## config.mk

```make
export PLATFORM = sky130hd
export DESIGN_NAME = rsx_fe
export DESIGN_NICKNAME = d
export VERILOG_FILES = /design/src/design/rsx_pkg.sv /design/src/design/rsx_fe.sv
export SDC_FILE = /design/constraint.sdc
export NUM_CORES = 1
export LEC_CHECK = 0
export CAP_MARGIN = 20
export CORE_MARGIN = 5
export CORE_UTILIZATION = 56
export DETAILED_ROUTE_END_ITERATION = 10
export DONT_BUFFER_PORTS = 1
export PLACE_DENSITY = 0.8
export SLEW_MARGIN = 10
export SYNTH_ARGS = -nofsm -noshare
export SYNTH_HDL_FRONTEND = slang
export SYNTH_SLANG_ARGS = --single-unit
```

## constraint.sdc

```tcl
create_clock -name clk -period 2.3 [get_ports clk]
set_input_delay 0.23 -clock clk [delete_from_list [all_inputs] [get_ports clk]]
set_output_delay 0.23 -clock clk [all_outputs]
set_load 0.01 [all_outputs]
```

## src/design/rsx_pkg.sv

```systemverilog
// Shared types and constants for the RISC subset execute unit.
`default_nettype none
package rsx_pkg;

  localparam int unsigned MEM_WORDS_DEF = 1024;
  localparam int unsigned XLEN          = 32;
  localparam int unsigned REG_IDX_W     = 5;
  localparam int unsigned IN_TDATA_W    = 56;
  localparam int unsigned OUT_TDATA_W   = 208;

  typedef enum logic [4:0] {
    ACT_ADD     = 5'd0,
    ACT_ADDI    = 5'd1,
    ACT_AND     = 5'd2,
    ACT_BEQ     = 5'd3,
    ACT_BGTZ    = 5'd4,
    ACT_BLEZ    = 5'd5,
    ACT_BNE     = 5'd6,
    ACT_DIV     = 5'd7,
    ACT_J       = 5'd8,
    ACT_JAL     = 5'd9,
    ACT_JR      = 5'd10,
    ACT_LUI     = 5'd11,
    ACT_LW      = 5'd12,
    ACT_MFHI    = 5'd13,
    ACT_MFLO    = 5'd14,
    ACT_MULT    = 5'd15,
    ACT_NOP     = 5'd16,
    ACT_OR      = 5'd17,
    ACT_ROTR    = 5'd18,
    ACT_SLL     = 5'd19,
    ACT_SLT     = 5'd20,
    ACT_SRL     = 5'd21,
    ACT_SUB     = 5'd22,
    ACT_SW      = 5'd23,
    ACT_SYSCALL = 5'd24,
    ACT_XOR     = 5'd25
  } act_t;

  typedef logic [1:0] status_t;
  localparam status_t STAT_OK    = 2'd0;
  localparam status_t STAT_DIV0  = 2'd1;
  localparam status_t STAT_UNSUP = 2'd2;

  // decoded word handed from front to back
  typedef struct packed {
    act_t                 op;
    logic                 unsup;
    logic                 is_mem;
    logic [REG_IDX_W-1:0] reg_a;
    logic [REG_IDX_W-1:0] reg_b;
    logic [REG_IDX_W-1:0] reg_c;
    logic [XLEN-1:0]      imm;
  } dec_t;

  typedef enum logic [3:0] {
    BE_CLR,
    BE_IDLE,
    BE_RDAB,
    BE_RDC,
    BE_OPS,
    BE_DISP,
    BE_MOD,
    BE_MOD2,
    BE_MOD3,
    BE_MEMRD,
    BE_DIV,
    BE_EXEC
  } be_st_t;

endpackage
`default_nettype wire

```

## src/design/rsx_fe.sv

```systemverilog
// Front end: accepts input words, classifies them and queues them for the back end.
`default_nettype none
module rsx_fe (
  input  wire logic                          clk,
  input  wire logic                          rst_n,
  input  wire logic                          in_tvalid,
  output logic                               in_tready,
  input  wire logic [rsx_pkg::IN_TDATA_W-1:0] in_tdata,
  input  wire logic                          be_busy,
  output logic                               q_vld,
  output rsx_pkg::dec_t                      q_data,
  input  wire logic                          q_pop
);

  rsx_pkg::dec_t fifo_r [2];
  logic          wp_r, rp_r;
  logic [1:0]    cnt_r;
  logic          push;
  rsx_pkg::dec_t dec;
  logic [4:0]    code;

  assign code = in_tdata[4:0];

  always_comb begin
    dec        = '0;
    dec.reg_a  = in_tdata[9:5];
    dec.reg_b  = in_tdata[14:10];
    dec.reg_c  = in_tdata[19:15];
    dec.imm    = in_tdata[51:20];
    dec.op     = rsx_pkg::ACT_NOP;
    dec.unsup  = 1'b0;
    dec.is_mem = 1'b0;
    unique case (code)
      rsx_pkg::ACT_JAL, rsx_pkg::ACT_SYSCALL: dec.unsup = 1'b1;
      rsx_pkg::ACT_LW, rsx_pkg::ACT_SW: begin
        dec.op     = rsx_pkg::act_t'(code);
        dec.is_mem = 1'b1;
      end
      default: begin
        if (code > rsx_pkg::ACT_XOR) dec.unsup = 1'b1;
        else dec.op = rsx_pkg::act_t'(code);
      end
    endcase
  end

  assign in_tready = !be_busy && (cnt_r != 2'd2);
  assign push      = in_tvalid && in_tready;
  assign q_vld     = (cnt_r != 2'd0);
  assign q_data    = fifo_r[rp_r];

  always_ff @(posedge clk) begin
    if (push) fifo_r[wp_r] <= dec;
  end

  always_ff @(posedge clk) begin
    if (!rst_n) begin
      wp_r  <= 1'b0;
      rp_r  <= 1'b0;
      cnt_r <= 2'd0;
    end else begin
      if (push) wp_r <= ~wp_r;
      if (q_pop) rp_r <= ~rp_r;
      cnt_r <= cnt_r + 2'(push) - 2'(q_pop);
    end
  end

endmodule
`default_nettype wire

```

==> results of run 1 <==
-- synthesized netlist by cell type (2+ instances only) --
library cell | n | area share (%)
edfxtp_1 | 108 | 77
mux2_2 | 54 | 14
buf_2 | 6 | 0.71
dfxtp_1 | 5 | 2.4
nor2_1 | 5 | 0.44
a21boi_0 | 3 | 0.53
and2_1 | 3 | 0.44
inv_1 | 3 | 0.27
ha_1 | 2 | 0.59
nor2b_1 | 2 | 0.30
xnor2_1 | 2 | 0.41
xor2_1 | 2 | 0.41
-- final timing paths --
| kind | end | slack, ps |
|---|---|---|
| worst max register to register | cnt_r[1] | 390 |
| worst max-delay path | cnt_r[1] | 390 |
| worst min-delay path | fifo_r[0][51] | 30 |
| worst min register to register | wp_r | 510 |
-- kinds of logic (layout without fill, tap and decap cells) --
logic type / count (synthesis) / in the layout / share of synthesized area (%)
DFF: 113 / 113 / 79.1
muxes: 54 / 54 / 14.4
and+or+nand+nor: 19 / 19 / 2.72
buffers and inverters: 10 / 93 / 1.24
AOI/OAI and AO/OA: 7 / 7 / 1.15
xor gates and xnor gates: 4 / 4 / 0.829
adders and majority gates: 2 / 2 / 0.592
-- metrics by stage --
step	util, %	worst slack [ps]	hold slack [ps]	total power, mW
6_report	75.4	394	34.3	5.39
5_1_grt	75.4	212	10.7	5.59
4_1_cts	75.4	423	4.37	5.43
3_5_place_dp	60.1	458	329	2.79
3_3_place_gp	60.1	525	329	2.78
2_1_floorplan	-	26.2	329	2.71
-- cell type report --
type                    instances  area [um2]  area share [%]
flip-flops and latches        113        3340            60.8
multi-input cells              86         833            15.1
repair buffers                 58         591            10.7
clock buffers                  17         414            7.53
clock inverters                15         184            3.34
well taps                      99         124            2.25
inverters                       3        11.3           0.205
-- state kept, by name, summed over array words and instances, names as in the netlist, named ones only --
signal / count
fifo_r: 108
cnt_r: 2
rp_r: 1
wp_r: 1
-- where the power goes --
group	switching (mW)	total, mW	leakage [nW]	internal [mW]
clock	0.901	2.56	0.286	1.66
sequential	0.0274	2.39	1.03	2.36
combinational	0.233	0.439	0.568	0.206
total	1.16	5.39	1.88	4.23
-- per-layer routing --
layer	track usage (%)	vias up	share of wire [%]
li1	-	954	-
met3	6.62	5	5.7
met1	17.6	1027	39
met2	29.9	67	55
met4	5.83	0	0.68
met5	0	-	0
==> flow_metrics.env, run 1 <==
export IMPL_gp_congestion=0.695
export IMPL_maxSlewViolCount=0
export IMPL_reg2reg_depth=9
export IMPL_cts_tree="built"
export IMPL_fp_dieH_um=96.9
export IMPL_final_nets=342
export IMPL_cp_num_buf_inv=1
export IMPL_yosysUniqueCellTypes=26
export IMPL_final_common_cell="edfxtp_1"
export IMPL_start_kind="register"
export IMPL_place_area_um2=4380
export IMPL_rsz0062_at_grt="false"
export IMPL_wl_um=7600
export IMPL_num_antenna_cells=0
export IMPL_postSynthCellCount=209
export IMPL_arrival_ps=2320
export IMPL_cts_sinks=113
export IMPL_worstMarginPinSlew_ps=399
export IMPL_grt_antenna_before_repair=0
export IMPL_syn_avg_cell_area_um2=20.2
export IMPL_fillers=432
export IMPL_ys_seq_area_share_pct=79.1
export IMPL_layoutNonFillerInstCount=391
export IMPL_clkTransAtPathRegs_ps=60
export IMPL_rr_startpoint="cnt_r[1]"
export IMPL_ant_nets=0
export IMPL_htree_levels=4
export IMPL_ir_worst_vdd_mv=0.706
export IMPL_hold_violations=0
export IMPL_post_cts_setup_buffers=0
export IMPL_cp_end_kind="register"
export IMPL_fmax_ghz=0.525
export IMPL_dp_cells=307
export IMPL_cp_common_cell="ha_1"
export IMPL_avgViaCountPerCell=5.25
export IMPL_period_share_pct=82.9
export IMPL_min_path_type="in -> reg"
export IMPL_slew_headroom_pct=73.4
export IMPL_initial_core_util_pct=58.0
export IMPL_period_needed_ps=1910
export IMPL_async_reset_ff_share_pct=0
export IMPL_critPathKind="reg -> reg"
export IMPL_io_pin_count=117
export IMPL_fin_tns_setup_ps=0
export IMPL_grt_pass1_wl_um=12000
export IMPL_crit_path_max_incr_delay_ps=330
export IMPL_die_width_um=96.9
export IMPL_grtUsageTotal_pct=16.7
export IMPL_cts_buffers=17
export IMPL_io_buffers=0
export IMPL_drc=0
export IMPL_syn_to_final_growth_pct=30.1
export IMPL_crit_slowest_cell="dfxtp_1"
export IMPL_critical_path_top_delay_family="simple AND/OR/NAND/NOR gates"
export IMPL_ys_warn_count=0
export IMPL_die_area_um2=9390
export IMPL_drive_gt1_share_pct=33.6
export IMPL_clkLatencyLatePin_ps=490
export IMPL_rows=31
export IMPL_gr_total_overflow=0
export IMPL_worst_path_stages=9
export IMPL_fin_area_um2=5500
export IMPL_status="complete, no violations"
export IMPL_path_cells="nor2b_1, nor2_1, nand2_1, ha_1, inv_1, ha_1, xor2_1, and2_1, nor3_1"
export IMPL_layout_common_cells="edfxtp_1 (108), mux2_2 (54), dlygate4sd3_1 (52)"
export IMPL_synth_cell_area_um2=4230
export IMPL_min_path_cells=1
export IMPL_synth_edf_count=108
export IMPL_maxCapViolCount=0
export IMPL_worstPathRequired_ps=2710
export IMPL_crit_start="cnt_r[1]"
export IMPL_grt_pass1_vias=2354
export IMPL_clockRootBuffer="clkbuf_8"
export IMPL_clk_path_buf_depth=2
export IMPL_power_density_nw_per_um2=980
export IMPL_syn_nets=272
export IMPL_grt_max_degree=35
export IMPL_ys_seq_elements=113
export IMPL_dr_total_vias=2053
export IMPL_worstPathMaxFanout=4
export IMPL_drt_iter0_drc=84
export IMPL_hpwl_um=4620
export IMPL_cts_hold_buf=52
export IMPL_hp_start="in_tdata[2]"
export IMPL_synth_ff_type="edfxtp_1"
export IMPL_post_cts_resized=0
export IMPL_avgRoutedWirePerCell_um=19.4
export IMPL_dr_pass1_iters=4
export IMPL_coreArea_um2=7290
export IMPL_setup_viol=0
export IMPL_p_leak_nw=1.88
export IMPL_finalClockSkew_ps=12.5
No activity file was read; power rests on OpenSTA's default activity.
==> run 2: changes to the inputs <==
ABC_AREA = 1   (was default)
clock period = 1.6 ns   (was 2.3 ns; I/O delays follow)
==> run 2 against run 1 <==
Against the previous run: sequential power grew 44%; synthesized cell count grew 11%; the run now ends with negative setup slack left; utilization is 0.15 points higher; first-iteration DRC count rose by 8.3%; highest routed layer unchanged; count of clock-buffer cells in the layout increased by 1.
==> flow_metrics.env, run 2 <==
export IMPL_status="finished, violations left"
export IMPL_violations="negative setup slack"
export IMPL_synth_ff_type="edfxtp_1"
export IMPL_grt_pass1_vias=2396
export IMPL_top_layer_used="met4"
export IMPL_io_buffers=0
export IMPL_yosysUniqueCellTypes=15
export IMPL_synth_cell_area_um2=4500
export IMPL_htree_levels=4
export IMPL_fp_dieH_um=99.6
export IMPL_synth_area_top_cells="edfxtp_1 (72%), mux2_4 (17%), buf_12 (2.2%), dfxtp_1 (2.2%), nand2_1 (1.5%)"
export IMPL_final_common_cell="edfxtp_1"
export IMPL_ir_worst_vdd_mv=0.958
export IMPL_cts_buffers=17
export IMPL_min_path_type="in -> reg"
export IMPL_power_density_nw_per_um2=1310
export IMPL_drive_gt1_share_pct=30.8
export IMPL_grt_max_degree=34
export IMPL_final_nets=373
export IMPL_io_pin_count=117
export IMPL_dp_cells=333
export IMPL_hold_violations=0
export IMPL_synth_xor_area_share_pct=0
export IMPL_initial_core_util_pct=57.9
export IMPL_postSynthCellCount=231
export IMPL_ys_seq_elements=113
export IMPL_critPathKind="reg -> out"
export IMPL_grtUsageTotal_pct=17.3
export IMPL_ys_warn_count=0
export IMPL_yosys_area_top_type="edfxtp_1"
export IMPL_grt_pass1_wl_um=12500
export IMPL_clkTransAtPathRegs_ps=50
export IMPL_layoutNonFillerInstCount=423
export IMPL_coreArea_um2=7770
export IMPL_reg2reg_depth=11
export IMPL_start_kind="register"
export IMPL_layout_common_cells="edfxtp_1 (108), dlygate4sd3_1 (57), mux2_4 (54)"
export IMPL_synth_edf_count=108
export IMPL_route_met2_wl_um=4410
export IMPL_fillers=442
export IMPL_final_seq_area_um2=3350
export IMPL_rr_startpoint="cnt_r[0]"
export IMPL_yosys_top_cells_count="edfxtp_1 (108), mux2_4 (50), nand2_1 (18)"
export IMPL_rows=32
export IMPL_yosys_area_share_simple_pct=3.20
export IMPL_yosys_area_share_adder_pct=0.556
export IMPL_synth_compound_area_share_pct=0.334
export IMPL_largest_reg_flops=108
export IMPL_cts_tree="built"
export IMPL_avgRoutedWirePerCell_um=19.2
export IMPL_multi_input_area_um2=1030
export IMPL_cp_end_kind="output pin"
export IMPL_slew_headroom_pct=79.1
export IMPL_period_share_pct=100
export IMPL_p_total_mw=7.68
export IMPL_drt_iter0_drc=91
export IMPL_worstMarginPinSlew_ps=314
export IMPL_rr_endpoint="cnt_r[1]"
export IMPL_clockRootBuffer="clkbuf_8"
export IMPL_clkLatencyLatePin_ps=500
export IMPL_avgViaCountPerCell=5.25
export IMPL_critPathCapture="q_data[34]"
export IMPL_syn_avg_cell_area_um2=19.5
export IMPL_synth_top_area_share_pct=72.1
export IMPL_wl_um=8140
export IMPL_wl_met1_um=3070
export IMPL_grt_antenna_before_repair=0
export IMPL_drc=0
export IMPL_arrival_ps=1450
export IMPL_ant_nets=0
export IMPL_p_leak_nw=2.20
export IMPL_maxSlewViolCount=0
export IMPL_reg_top3="fifo_r x108, cnt_r x2"
export IMPL_gr_total_overflow=0
export IMPL_finalClockSkew_ps=10.6
export IMPL_yosysMostFrequentCell="edfxtp_1"
export IMPL_rsz0062_at_grt="true"
export IMPL_fin_tns_setup_ps=-12.6
export IMPL_maxCapViolCount=0
export IMPL_dr_wl_met3_um=548
export IMPL_cts_sinks=113
export IMPL_worstPathRequired_ps=1440
export IMPL_dr_total_vias=2221
export IMPL_finalWorstSetupSlack_ps=-5.71
export IMPL_ys_seq_area_share_pct=74.3
export IMPL_syn_to_final_growth_pct=30.5
export IMPL_syn_nets=294
export IMPL_top_register="fifo_r"
export IMPL_worstPathMaxFanout=16
export IMPL_period_needed_ps=1610
export IMPL_setup_viol=4
export IMPL_die_width_um=99.6
export IMPL_num_antenna_cells=0
export IMPL_die_area_um2=9920
export IMPL_clk_path_buf_depth=2
export IMPL_dr_pass1_iters=4
export IMPL_hpwl_um=4610
export IMPL_synth_top_family_by_area="multiplexers"
export IMPL_timing_reg2reg_setup_slack_ps=60
export IMPL_fmax_ghz=0.623
export IMPL_gp_congestion=0.695
export IMPL_pre_cts_slack_ps=54.4
export IMPL_async_reset_ff_share_pct=0
export IMPL_muxShareOfSynthArea_pct=17.7
[run 2: cell types whose count changed in the layout (fill, tap and decap cells not counted), moves of 4 or more]
| cell | delta |
|---|---|
| inv_6 | -4 |
| nor2_1 | +8 |
| dlygate4sd3_1 | +5 |
| buf_12 | +4 |
| nand2_1 | +16 |
| inv_1 | +13 |
| mux2_4 | +54 |
| mux2_2 | -54 |
[run 2: how the worst min path moves through the flow]
| stage | startpoint | end | slack, ps | depth (start not counted) |
|---|---|---|---|---|
| 6_report | be_busy | wp_r | 70 | 4 |
| 5_1_grt | in_tdata[3] | fifo_r[0][47] | 70 | 2 |
| 4_1_cts | in_tdata[3] | fifo_r[0][47] | 5 | 2 |
| 3_5_place_dp | in_tdata[9] | fifo_r[1][46] | 260 | 0 |
| 3_3_place_gp | rst_n | cnt_r[0] | 260 | 2 |
| 2_1_floorplan | rst_n | cnt_r[0] | 250 | 2 |
[run 2: metal layers]
layer / vias up / global-route usage [%]
li1: 1018 / -
met1: 1106 / 18.6
met2: 88 / 30.6
met3: 9 / 6.17
met4: 0 / 7.88
met5: - / 0
[run 2: through the flow]
stage	hold WS [ps]	instance area, um2	util, %
final	69.2	5870	75.6
after global routing	65.6	5870	75.6
after CTS	4.56	5900	75.9
after detailed placement	259	4650	59.8
after global placement	257	4650	59.8
after floorplan	253	4520	-
[run 2: power breakdown]
group	switching (mW)	total [mW]	leakage (nW)	internal, mW
combinational	0.355	0.724	0.903	0.370
sequential	0.0451	3.44	1.03	3.39
clock	1.19	3.52	0.267	2.33
total	1.59	7.68	2.20	6.09
[run 2: what timing repair did]
item / in CTS / in global routing
pin swaps: 0 / 2
hold buffers: 57 / 0
endpoints found under the setup margin: 54 / 55
resized for setup: 7 / 3
hold endpoints to repair: 111 / 0
setup buffers: 2 / 1
cloned: 2 / 0
[run 2: logic make-up after synthesis]
logic type	count (synthesis)
DFF	113
and+or+nand+nor	36
adders and majority gates	2
buffers and inverters	23
muxes	54
AOI/OAI and AO/OA	3
[run 2: layout make-up]
cell class	count	area share [%]
inverter	17	1.15
timing repair buffer	66	12.5
sequential	113	57.0
clock buffer	18	7.12
clock inverter	12	2.45
tap	102	2.17
multi-input combinational	95	17.6
[run 2: worst max-delay path, cell delays in order (launching register included)]
cell and delay, ps:
dfxtp_4 410, buf_16 190, mux2_4 340
==> run 3: changes to the inputs <==
CTS_BUF_LIST = sky130_fd_sc_hd__clkbuf_16   (was default)
==> run 3 against run 2 <==
Against the previous run: clock power up 1%; combinational power fell by 4.8%; count of clock-buffer cells in the layout is 1 lower; clock skew fell by 3.9 ps; first-iteration DRC count grew 1.1%; highest routed layer unchanged; fmax grew 2.3%; routed wire length down 7.2%; the flow now finishes without violations; global-route usage is 1.4 points lower; die area is the same; worst hold slack lost 26 ps; non-clock buffer count down 7; worst setup slack improved by 36 ps.
==> flow_metrics.env, run 3 (same netlist as run 2, synthesis figures left out) <==
export IMPL_status="complete, no violations"
export IMPL_switching_share_pct=20.2
export IMPL_period_needed_ps=1570
export IMPL_ir_worst_vdd_mv=0.966
export IMPL_grtUsageTotal_pct=16.0
export IMPL_avgViaCountPerCell=5.20
export IMPL_wl_um=7550
export IMPL_slew_headroom_pct=78.9
export IMPL_coreArea_um2=7770
export IMPL_min_to="fifo_r[0][52]"
export IMPL_critPathKind="reg -> out"
export IMPL_rr_startpoint="cnt_r[0]"
export IMPL_initial_core_util_pct=57.9
export IMPL_reg_top3="fifo_r x108, cnt_r x2"
export IMPL_timing_reg2reg_setup_slack_ps=80
export IMPL_final_nets=366
export IMPL_grt_antenna_before_repair=0
export IMPL_drc=0
export IMPL_period_share_pct=98.1
export IMPL_pre_cts_slack_ps=54.4
export IMPL_switching_power_mw=1.55
export IMPL_clockRootBuffer="clkbuf_16"
export IMPL_io_pin_count=117
export IMPL_largest_reg_flops=108
export IMPL_cp_end_kind="output pin"
export IMPL_worstPathMaxFanout=23
export IMPL_p_clk_share_pct=46.3
export IMPL_die_area_um2=9920
export IMPL_clkTransAtPathRegs_ps=50
export IMPL_fillers=464
export IMPL_cts_tree="built"
export IMPL_hpwl_um=4610
export IMPL_maxCapViolCount=0
export IMPL_grt_pass1_vias=2307
export IMPL_final_common_cell="edfxtp_1"
export IMPL_p_leak_nw=2.17
export IMPL_start_kind="register"
export IMPL_setup_viol=0
export IMPL_clk_path_buf_depth=2
export IMPL_syn_to_final_growth_pct=29.0
export IMPL_min_path_cells=2
export IMPL_die_width_um=99.6
export IMPL_drt_iter0_drc=92
export IMPL_hold_violations=0
export IMPL_dr_pass1_iters=4
export IMPL_avgRoutedWirePerCell_um=18.1
export IMPL_worstMarginPinSlew_ps=318
export IMPL_hp_start="in_tdata[3]"
export IMPL_min_path_type="in -> reg"
export IMPL_rsz0062_at_grt="true"
export IMPL_num_antenna_cells=0
export IMPL_reg2reg_depth=11
export IMPL_grt_pass1_wl_um=11600
export IMPL_layout_common_cells="edfxtp_1 (108), mux2_4 (51), dlygate4sd3_1 (51)"
export IMPL_arrival_ps=1410
export IMPL_power_density_nw_per_um2=1330
export IMPL_p_seq_share_pct=44.7
export IMPL_rows=32
export IMPL_place_area_um2=4650
export IMPL_io_buffers=0
export IMPL_gp_congestion=0.695
export IMPL_cts_sinks=113
export IMPL_rr_endpoint="cnt_r[1]"
export IMPL_p_int_mw=6.14
export IMPL_ant_nets=0
export IMPL_combPwrFrac_pct=8.9
export IMPL_cts_buffers=17
export IMPL_htree_levels=4
export IMPL_finalWorstSetupSlack_ps=30.0
export IMPL_gr_total_overflow=0
export IMPL_top_register="fifo_r"
export IMPL_maxSlewViolCount=0
export IMPL_drive_gt1_share_pct=31.2
export IMPL_worstPathRequired_ps=1440
export IMPL_fin_area_um2=5800
export IMPL_clkLatencyLatePin_ps=390
export IMPL_fp_dieH_um=99.6
export IMPL_finalClockSkew_ps=6.69
export IMPL_dr_total_vias=2165
export IMPL_fmax_ghz=0.637
export IMPL_grt_max_degree=34
## run 3: changes by cell type in the layout (fill, tap and decap cells not counted), moves of 2 or more
cell,previous run,this run
mux2_2,0,3
buf_12,6,4
dlygate4sd3_1,57,51
clkbuf_16,16,18
mux2_4,54,51
## run 3: per-stage QoR
| step | instances | setup TNS, ps | util, % | hold slack (ps) | total power [mW] |
|---|---|---|---|---|---|
| 2_1_floorplan | 231 | -15720 | - | 253 | 3.95 |
| 3_3_place_gp | 333 | 0 | 59.8 | 257 | 4.01 |
| 3_5_place_dp | 333 | 0 | 59.8 | 259 | 4.04 |
| 4_1_cts | 414 | 0 | 73.9 | 3.49 | 7.74 |
| 5_1_grt | 416 | -60.6 | 74.7 | 31.7 | 7.98 |
| 6_report | 416 | 0 | 74.7 | 42.7 | 7.69 |
## run 3: layout make-up
| class | count | area (um2) | area share (%) |
|---|---|---|---|
| well taps | 102 | 128 | 2.20 |
| multi-input cells | 95 | 1030 | 17.7 |
| inverters | 17 | 67.6 | 1.16 |
| repair buffers | 59 | 658 | 11.3 |
| clock buffers | 17 | 425 | 7.33 |
| flip-flops and latches | 113 | 3350 | 57.7 |
| clock inverters | 13 | 148 | 2.54 |
## run 3: timing repair
item,CTS,global route
resized for setup,2,4
hold buffers,51,0
endpoints found under the setup margin,2,2
buffers inserted,0,1
pin swaps,0,2
cloned,0,1
hold endpoints to repair,103,0
## run 3: worst max path at each step
stage                        start            to  slack (ps)  cells after the start
after floorplan           cnt_r[0]  fifo_r[0][0]        -170                      4
after global placement    cnt_r[0]      cnt_r[1]         160                     10
after detailed placement  cnt_r[0]      cnt_r[1]          50                     10
after CTS                 register     q_data[2]         0.6                      2
after global routing      register     q_data[0]         -30                      2
final                     register     q_data[0]          30                      2
## run 3: power by group through the flow
stage / Combinational, mW / Clock (mW) / Sequential, mW
3_5_place_dp: 0.543 / 0 / 3.49
4_1_cts: 0.665 / 3.64 / 3.44
6_report: 0.689 / 3.56 / 3.44
3_3_place_gp: 0.530 / 0 / 3.48
2_1_floorplan: 0.470 / 0 / 3.48
5_1_grt: 0.740 / 3.79 / 3.45
## run 3: worst max-delay path, stage by stage, from the launching register on
cell and delay, ps:
dfxtp_4 400, buf_12 220, mux2_2 400
## run 3: routing by layer
metal / GRT usage, % / wire, um / up-vias
met2: 27.6 / 4090 / 84
met3: 6.66 / 513 / 11
met4: 6.62 / 125 / 0
met5: 0 / 0 / -
met1: 17.3 / 2830 / 1064
li1: - / - / 1006
